[config.mk]
export PLATFORM = sky130hd
export DESIGN_NAME = radio_rx_frame_deframer
export DESIGN_NICKNAME = d
export VERILOG_FILES = /design/src/design/rxfd_pkg.sv /design/src/design/rxfd_parser.sv /design/src/design/radio_rx_frame_deframer.sv
export SDC_FILE = /design/constraint.sdc
export NUM_CORES = 1
export LEC_CHECK = 0
export ABC_AREA = 1
export BUFFER_PORTS_ARGS = -buffer_cell sky130_fd_sc_hd__buf_2
export CORE_MARGIN = 2
export CORE_UTILIZATION = 40
export DETAILED_ROUTE_END_ITERATION = 8
export HOLD_SLACK_MARGIN = 0.12
export PLACE_DENSITY_LB_ADDON = 0.15
export RECOVER_POWER = 100
export SYNTH_ARGS = -nofsm -noshare
export SYNTH_HDL_FRONTEND = slang
export SYNTH_SLANG_ARGS = --single-unit
[constraint.sdc]
create_clock -name clk -period 3.05 [get_ports clk]
set_input_delay 0 -clock clk [delete_from_list [all_inputs] [get_ports clk]]
set_output_delay 0 -clock clk [all_outputs]
set_load 0.03 [all_outputs]
[src/design/rxfd_pkg.sv]
`timescale 1ns / 1ps
// ----------------------------------------------------------------------------
// Receive deframer package
// Shared types and constants for the radio receive frame deframer.
// ----------------------------------------------------------------------------
package rxfd_pkg;

	localparam int unsigned MAX_FRAME_LEN = 127;
	localparam int unsigned FCS_BYTES     = 2;
	localparam int unsigned MIN_FRAME_LEN = 4;
	localparam int unsigned RSSI_DBM_BIAS = 73;
	localparam int unsigned CAP_RESET     = 125;

	localparam logic [7:0] CRC_MASK = 8'h80;
	localparam logic [7:0] LQ_MASK  = 8'h7F;

	typedef enum logic [1:0] {
		ST_OK        = 2'd0,
		ST_TOO_BIG   = 2'd1,
		ST_TOO_SMALL = 2'd2,
		ST_BUF_SMALL = 2'd3
	} frame_status_t;

	typedef enum logic {
		KIND_PAYLOAD = 1'b0,
		KIND_STATUS  = 1'b1
	} result_kind_t;

	typedef enum logic [3:0] {
		PH_LEN  = 4'b0001,
		PH_DATA = 4'b0010,
		PH_RSSI = 4'b0100,
		PH_STAT = 4'b1000
	} phase_t;

	typedef struct packed {
		logic              flush_request;
		logic              crc_good;
		logic [6:0]        link_quality;
		logic signed [8:0] rssi_dbm;
		logic [6:0]        received_length;
		frame_status_t     frame_status;
		logic [7:0]        payload_byte;
		result_kind_t      result_kind;
		logic              frame_end;
	} result_t;

endpackage

[src/design/rxfd_parser.sv]
`timescale 1ns / 1ps
// ----------------------------------------------------------------------------
// Receive deframer parser
// Frame state, length checks and result formation for one byte per step.
// ----------------------------------------------------------------------------
module rxfd_parser
	import rxfd_pkg::*;
(
	input  logic       clk,
	input  logic       arst_n,
	input  logic       cfg_wr_en,
	input  logic [6:0] cfg_wr_data,
	input  logic       step,
	input  logic [7:0] rx_byte,
	output logic       has_result,
	output result_t    result
);

	phase_t            phase_q, phase_d;
	logic [6:0]        bytes_left_q, bytes_left_d;
	logic [6:0]        payload_len_q, payload_len_d;
	logic signed [8:0] rssi_q, rssi_d;
	logic [6:0]        capacity_q;

	logic [7:0]        len_minus_fcs;
	logic [6:0]        left_dec;
	logic              crc_ok;

	assign len_minus_fcs = rx_byte - 8'(FCS_BYTES);
	assign left_dec      = bytes_left_q - 7'd1;
	assign crc_ok        = |(rx_byte & CRC_MASK);

	always_comb begin
		phase_d       = phase_q;
		bytes_left_d  = bytes_left_q;
		payload_len_d = payload_len_q;
		rssi_d        = rssi_q;
		has_result    = 1'b0;
		result        = '0;
		case (phase_q)
			PH_LEN: begin
				result.result_kind   = KIND_STATUS;
				result.frame_end     = 1'b1;
				result.flush_request = 1'b1;
				if (rx_byte > 8'(MAX_FRAME_LEN)) begin
					has_result          = 1'b1;
					result.frame_status = ST_TOO_BIG;
				end else if (rx_byte <= 8'(MIN_FRAME_LEN)) begin
					has_result          = 1'b1;
					result.frame_status = ST_TOO_SMALL;
				end else if (len_minus_fcs > {1'b0, capacity_q}) begin
					has_result          = 1'b1;
					result.frame_status = ST_BUF_SMALL;
				end else begin
					// An accepted length always leaves at least three payload bytes.
					payload_len_d = len_minus_fcs[6:0];
					bytes_left_d  = len_minus_fcs[6:0];
					phase_d       = PH_DATA;
				end
			end
			PH_DATA: begin
				has_result          = 1'b1;
				result.result_kind  = KIND_PAYLOAD;
				result.payload_byte = rx_byte;
				bytes_left_d        = left_dec;
				if (left_dec == 7'd0) begin
					phase_d = PH_RSSI;
				end
			end
			PH_RSSI: begin
				rssi_d  = $signed({rx_byte[7], rx_byte}) - $signed(9'(RSSI_DBM_BIAS));
				phase_d = PH_STAT;
			end
			PH_STAT: begin
				has_result             = 1'b1;
				result.result_kind     = KIND_STATUS;
				result.frame_end       = 1'b1;
				result.frame_status    = ST_OK;
				result.received_length = crc_ok ? payload_len_q : 7'd0;
				result.rssi_dbm        = rssi_q;
				result.link_quality    = 7'(rx_byte & LQ_MASK);
				result.crc_good        = crc_ok;
				result.flush_request   = !crc_ok;
				bytes_left_d           = 7'd0;
				phase_d                = PH_LEN;
			end
			default: begin
				phase_d = PH_LEN;
			end
		endcase
	end

	always_ff @(posedge clk or negedge arst_n) begin
		if (!arst_n) begin
			phase_q       <= PH_LEN;
			bytes_left_q  <= '0;
			payload_len_q <= '0;
			rssi_q        <= '0;
		end else if (step) begin
			phase_q       <= phase_d;
			bytes_left_q  <= bytes_left_d;
			payload_len_q <= payload_len_d;
			rssi_q        <= rssi_d;
		end
	end

	always_ff @(posedge clk or negedge arst_n) begin
		if (!arst_n) begin
			capacity_q <= 7'(CAP_RESET);
		end else if (cfg_wr_en) begin
			capacity_q <= cfg_wr_data;
		end
	end

endmodule

[src/design/radio_rx_frame_deframer.sv]
`timescale 1ns / 1ps
// ----------------------------------------------------------------------------
// Radio receive frame deframer
// Splits receive FIFO bytes into payload byte results and an end of frame
// status result carrying length, RSSI, link quality and CRC outcome.
// ----------------------------------------------------------------------------
//  channel   direction  signals                      content
//  s_axis    in         tvalid tready tdata[7:0]     rx_byte
//  m_axis    out        tvalid tready tdata[39:0]    payload and status fields
//                       tuser[0] tlast               result_kind, frame_end
//  cfg       in         cfg_wr_en cfg_wr_data[6:0]   buffer_capacity
//
// A byte is held in the input register and is parsed into the output register
// when that register is empty or being taken; one byte per cycle is sustained
// while the output is not stalled.
// Reset clears the frame state and sets the capacity to 125.
// When the output register is full and not taken, a byte in the input register
// is held and s_axis_tready drops.
// ----------------------------------------------------------------------------
module radio_rx_frame_deframer
	import rxfd_pkg::*;
(
	input  logic        clk,
	input  logic        arst_n,
	input  logic        s_axis_tvalid,
	output logic        s_axis_tready,
	input  logic [7:0]  s_axis_tdata,   // [7:0] rx_byte
	output logic        m_axis_tvalid,
	input  logic        m_axis_tready,
	// [7:0] payload_byte, [9:8] frame_status, [16:10] received_length,
	// [25:17] rssi_dbm, [32:26] link_quality, [33] crc_good,
	// [34] flush_request, [39:35] zero
	output logic [39:0] m_axis_tdata,
	output logic [0:0]  m_axis_tuser,   // [0] result_kind
	output logic        m_axis_tlast,   // frame_end
	input  logic        cfg_wr_en,
	input  logic [6:0]  cfg_wr_data
);

	logic       in_valid_s1;
	logic [7:0] in_byte_s1;
	logic       out_valid_q;
	result_t    out_s2;
	logic       advance;
	logic       has_result;
	result_t    result;

	assign advance       = in_valid_s1 && (!out_valid_q || m_axis_tready);
	assign s_axis_tready = !in_valid_s1 || advance;

	always_ff @(posedge clk or negedge arst_n) begin
		if (!arst_n) begin
			in_valid_s1 <= 1'b0;
		end else if (s_axis_tready) begin
			in_valid_s1 <= s_axis_tvalid;
		end
	end

	always_ff @(posedge clk) begin
		if (s_axis_tready && s_axis_tvalid) begin
			in_byte_s1 <= s_axis_tdata;
		end
	end

	rxfd_parser u_parser (
		.clk         (clk),
		.arst_n      (arst_n),
		.cfg_wr_en   (cfg_wr_en),
		.cfg_wr_data (cfg_wr_data),
		.step        (advance),
		.rx_byte     (in_byte_s1),
		.has_result  (has_result),
		.result      (result)
	);

	always_ff @(posedge clk or negedge arst_n) begin
		if (!arst_n) begin
			out_valid_q <= 1'b0;
		end else if (advance) begin
			out_valid_q <= has_result;
		end else if (m_axis_tready) begin
			out_valid_q <= 1'b0;
		end
	end

	always_ff @(posedge clk) begin
		if (advance && has_result) begin
			out_s2 <= result;
		end
	end

	assign m_axis_tvalid = out_valid_q;
	assign m_axis_tdata  = {5'd0, out_s2.flush_request, out_s2.crc_good,
		out_s2.link_quality, out_s2.rssi_dbm, out_s2.received_length,
		out_s2.frame_status, out_s2.payload_byte};
	assign m_axis_tuser  = out_s2.result_kind;
	assign m_axis_tlast  = out_s2.frame_end;

	// Every status result ends the frame and every payload result does not.
	a_last_is_status: assert property (@(posedge clk) disable iff (!arst_n)
		m_axis_tvalid |-> (m_axis_tlast == m_axis_tuser[0]))
		else $error("frame_end disagrees with result_kind");

	// A length is only reported for a frame whose CRC passed.
	a_len_needs_crc: assert property (@(posedge clk) disable iff (!arst_n)
		m_axis_tvalid && (m_axis_tdata[16:10] != 7'd0) |-> m_axis_tdata[33])
		else $error("received_length reported without crc_good");

	// A good status result requests a flush exactly when the CRC failed.
	a_flush_on_crc: assert property (@(posedge clk) disable iff (!arst_n)
		m_axis_tvalid && m_axis_tlast && (m_axis_tdata[9:8] == ST_OK)
		|-> (m_axis_tdata[34] == !m_axis_tdata[33]))
		else $error("flush_request inconsistent with crc_good");

	// A byte waiting behind a full output register is not lost.
	a_s1_holds: assert property (@(posedge clk) disable iff (!arst_n)
		in_valid_s1 && out_valid_q && !m_axis_tready
		|=> in_valid_s1 && $stable(in_byte_s1))
		else $error("input register changed while stalled");

endmodule

==> results.json <==
{
  "syn_area_mm2": 0.003901,
  "synth_flop_cell": "edfxtp_1",
  "cp_cell_sequence": "inv_4, ha_4, inv_2, nor2_4, nand2_1, xor2_2, ha_1, nand2_1, nor2_1, nand4_1, nand2_1, nand3_2, nand2_4, nand3_2, nand2_2, clkinvlp_4, buf_12",
  "cts_tree": "yes",
  "grt_overflow": 0,
  "cts_htree_levels": 3,
  "synthTopCellsByCount": "80 x nand2_1, 63 x inv_1, 52 x nor2_1",
  "die_h_um": 102.8,
  "dieArea_mm2": 0.01056,
  "min_path_type": "input port to flip-flop",
  "cp_num_buf_inv": 4,
  "dr.pass1.iters": 4,
  "startpoint_type": "flip-flop",
  "async_flop_share": 0.4500,
  "synth_edf_count": 44,
  "synth_most_common_cell": "nand2_1",
  "worst_pin_slew_ns": 2.084,
  "outcome": "complete, but fails checks",
  "via_per_inst": 4.590,
  "cts_setup_buffers": 0,
  "cp.arrival_ns": 2.93,
  "clk_latency_ns": 0.35,
  "ios": 64,
  "vdd_ir_drop_max_mv": 0.3247,
  "violations": "capacitance limit, slew limit",
  "finish.utilization": 0.5014,
  "holdWs_ns": 0.3567,
  "cp-end-kind": "flip-flop",
  "setup_viol": 0,
  "grt_util_all_layers": 0.1694,
  "yosys_register_bits": 80,
  "crit_fanout": 28,
  "rsz0062_at_grt": "no",
  "yosys.area.top_type_share": 0.3387,
  "powerDensity_mw_per_mm2": 969.5,
  "antenna_found_initial": 0,
  "fp.dieW_um": 102.8,
  "cap_violations": 1,
  "place_area_mm2": 0.004364,
  "critPathMaxStageDelay_ns": 0.47,
  "wl_mm": 8.246,
  "cpMostUsedCell": "nand2_1",
  "gp_congestion": 0.8988,
  "min_period_ns": 2.825,
  "via_count": 2919,
  "fin_nets": 531,
  "crit_family": "simple AND/OR/NAND/NOR gates",
  "wl_per_cell_um": 12.97,
  "final.setup_skew_ns": 0.007438,
  "slew_headroom": -0.3896,
  "hold_viol_final": 0,
  "area.growth.synth_to_final_pct": 23.89,
  "drc": 0,
  "power_mw": 4.686,
  "coreArea_mm2": 0.009639,
  "synthCells": 398,
  "diodes": 0,
  "finalCritPeriodShare": 0.9264,
  "grt_first_pass_wirelength_mm": 13.42,
  "drive_gt1_frac": 0.1431,
  "cpMaxStageDelayCell": "edfxtp_1",
  "synth_area_per_cell_um2": 9.802,
  "fin_tns_setup_ns": 0,
  "final_cell_area_mm2": 0.004833,
  "clockBufferDepth": 2,
  "ys.warnings.count": 0,
  "grt_pass1_vias": 2818,
  "ys_seq_area_frac": 0.5718,
  "grt_max_degree": 37,
  "synth_area_leaders": "edfxtp_1 34%, dfrtp_1 19%, nand2_1 7.7%",
  "path_class": "flip-flop to flip-flop",
  "cp_data_required_time_ns": 3.15,
  "slew_viol_final": 37,
  "ant_nets": 0,
  "yosysTopAreaCell": "edfxtp_1",
  "hpwl_mm": 5.803,
  "clockRootBuffer": "clkbuf_8",
  "place.port_buffers": 58,
  "cts.sinks": 80,
  "path_clk_slew_ns": 0.08,
  "cellLeakagePower_nw": 2.163,
  "start_util": 0.4047,
  "max_clock_freq_ghz": 0.3539,
  "synth_cell_types": 37,
  "cts_buffers": 9,
  "num_rows": 36,
  "initialDrtViolationCount": 111
}
-- where the power goes --
group          leakage, nW  switching (mW)  total, mW  internal, mW
clock network        0.107           0.396      0.862         0.466
registers            0.848           0.182       1.84          1.65
logic                 1.21            1.43       1.99         0.561
-- per-layer routing --
layer / global-route usage / wire (µm)
met5: 0 / 0
met4: 0.05668 / 116
met3: 0.03525 / 271
met2: 0.2765 / 3969
met1: 0.2268 / 3888
-- stage by stage --
stage / setup WS [ns] / cells
global route: 0.01880 / 636
finish: 0.2246 / 636
floorplan: -0.01737 / 402
global placement: 0.3181 / 587
CTS: 0.1565 / 636
detailed placement: 0.2088 / 587
-- sequential cells by signal, summed over array words and instances, names as in the netlist --
name                    flops
m_axis_tvalid               1
in_byte_s1                  8
m_axis_tdata               35
u_parser.rssi_q             9
u_parser.payload_len_q      7
u_parser.bytes_left_q       7
m_axis_tlast                1
in_valid_s1                 1
u_parser.phase_q            4
u_parser.capacity_q         7
-- path summary, 6_finish.rpt --
check                                          startpoint                         to  slack [ns]  depth (start not counted)
worst max-delay path                        in_byte_s1[1]            m_axis_tdata[3]        0.22                         17
worst min-delay path                      s_axis_tdata[6]              in_byte_s1[6]        0.36                          2
worst max register to register              in_byte_s1[1]            m_axis_tdata[3]        0.22                         17
worst min register to register  u_parser.payload_len_q[0]  u_parser.payload_len_q[0]        0.49                          2
max in group asynchronous                          arst_n   u_parser.bytes_left_q[0]        1.07                          2
min in group asynchronous                          arst_n        u_parser.phase_q[3]        0.79                          2
-- cells in the final DEF (no fill, tap or decap), types with 2 or more instances in the layout --
cell           synthesis  routed
buf_2                  3      13
inv_4                  0       2
o21ai_2                6       5
nand2_2                4       4
nand3_2                3       3
nand3_1               14      14
inv_1                 63      61
dfstp_1                0       2
buf_4                  6       5
nand2_4                3       2
o22ai_1                4       4
nand2_1               80      81
nor2_1                52      53
nand3_4                2       2
dlygate4sd3_1          0      33
edfxtp_1              44      44
ha_1                  13      12
clkinvlp_4             0       2
xor2_1                 5       4
bufinv_16              0       2
dfrtp_1               29      29
a31oi_1                2       2
o21ai_0               19      19
inv_6                  0       2
clkbuf_1               1      47
clkbuf_8               0       9
inv_2                  4       3
conb_1                 1       5
dfstp_2                7       5
nand4_1               12      12
nor2_4                 3       2
xor2_2                 1       2
a21oi_1                5       5
-- kinds of logic after synthesis --
group | share of synthesized area
flops | 0.5718
other cells | 0.0009612
mux | 0.002886
simple gates | 0.2123
buf+inv | 0.09364
xor+xnor | 0.01540
fa+ha+maj | 0.04169
compound gates | 0.06125
-- area by class of cell --
type,instances,area (µm²)
multi-input combinational,240,1319
timing repair buffer,99,630.6
inverter,68,269.0
fill,948,4806
tap,133,166.4
clock buffer,10,127.6
sequential,80,2231
clock inverter,6,90.09
-- what timing repair did --
item,in CTS,in global routing
endpoints found under the hold margin,46,0
endpoints found under the setup margin,0,36
resized for setup,0,3
hold buffers,33,0
Power figures use the tool's default switching activity.
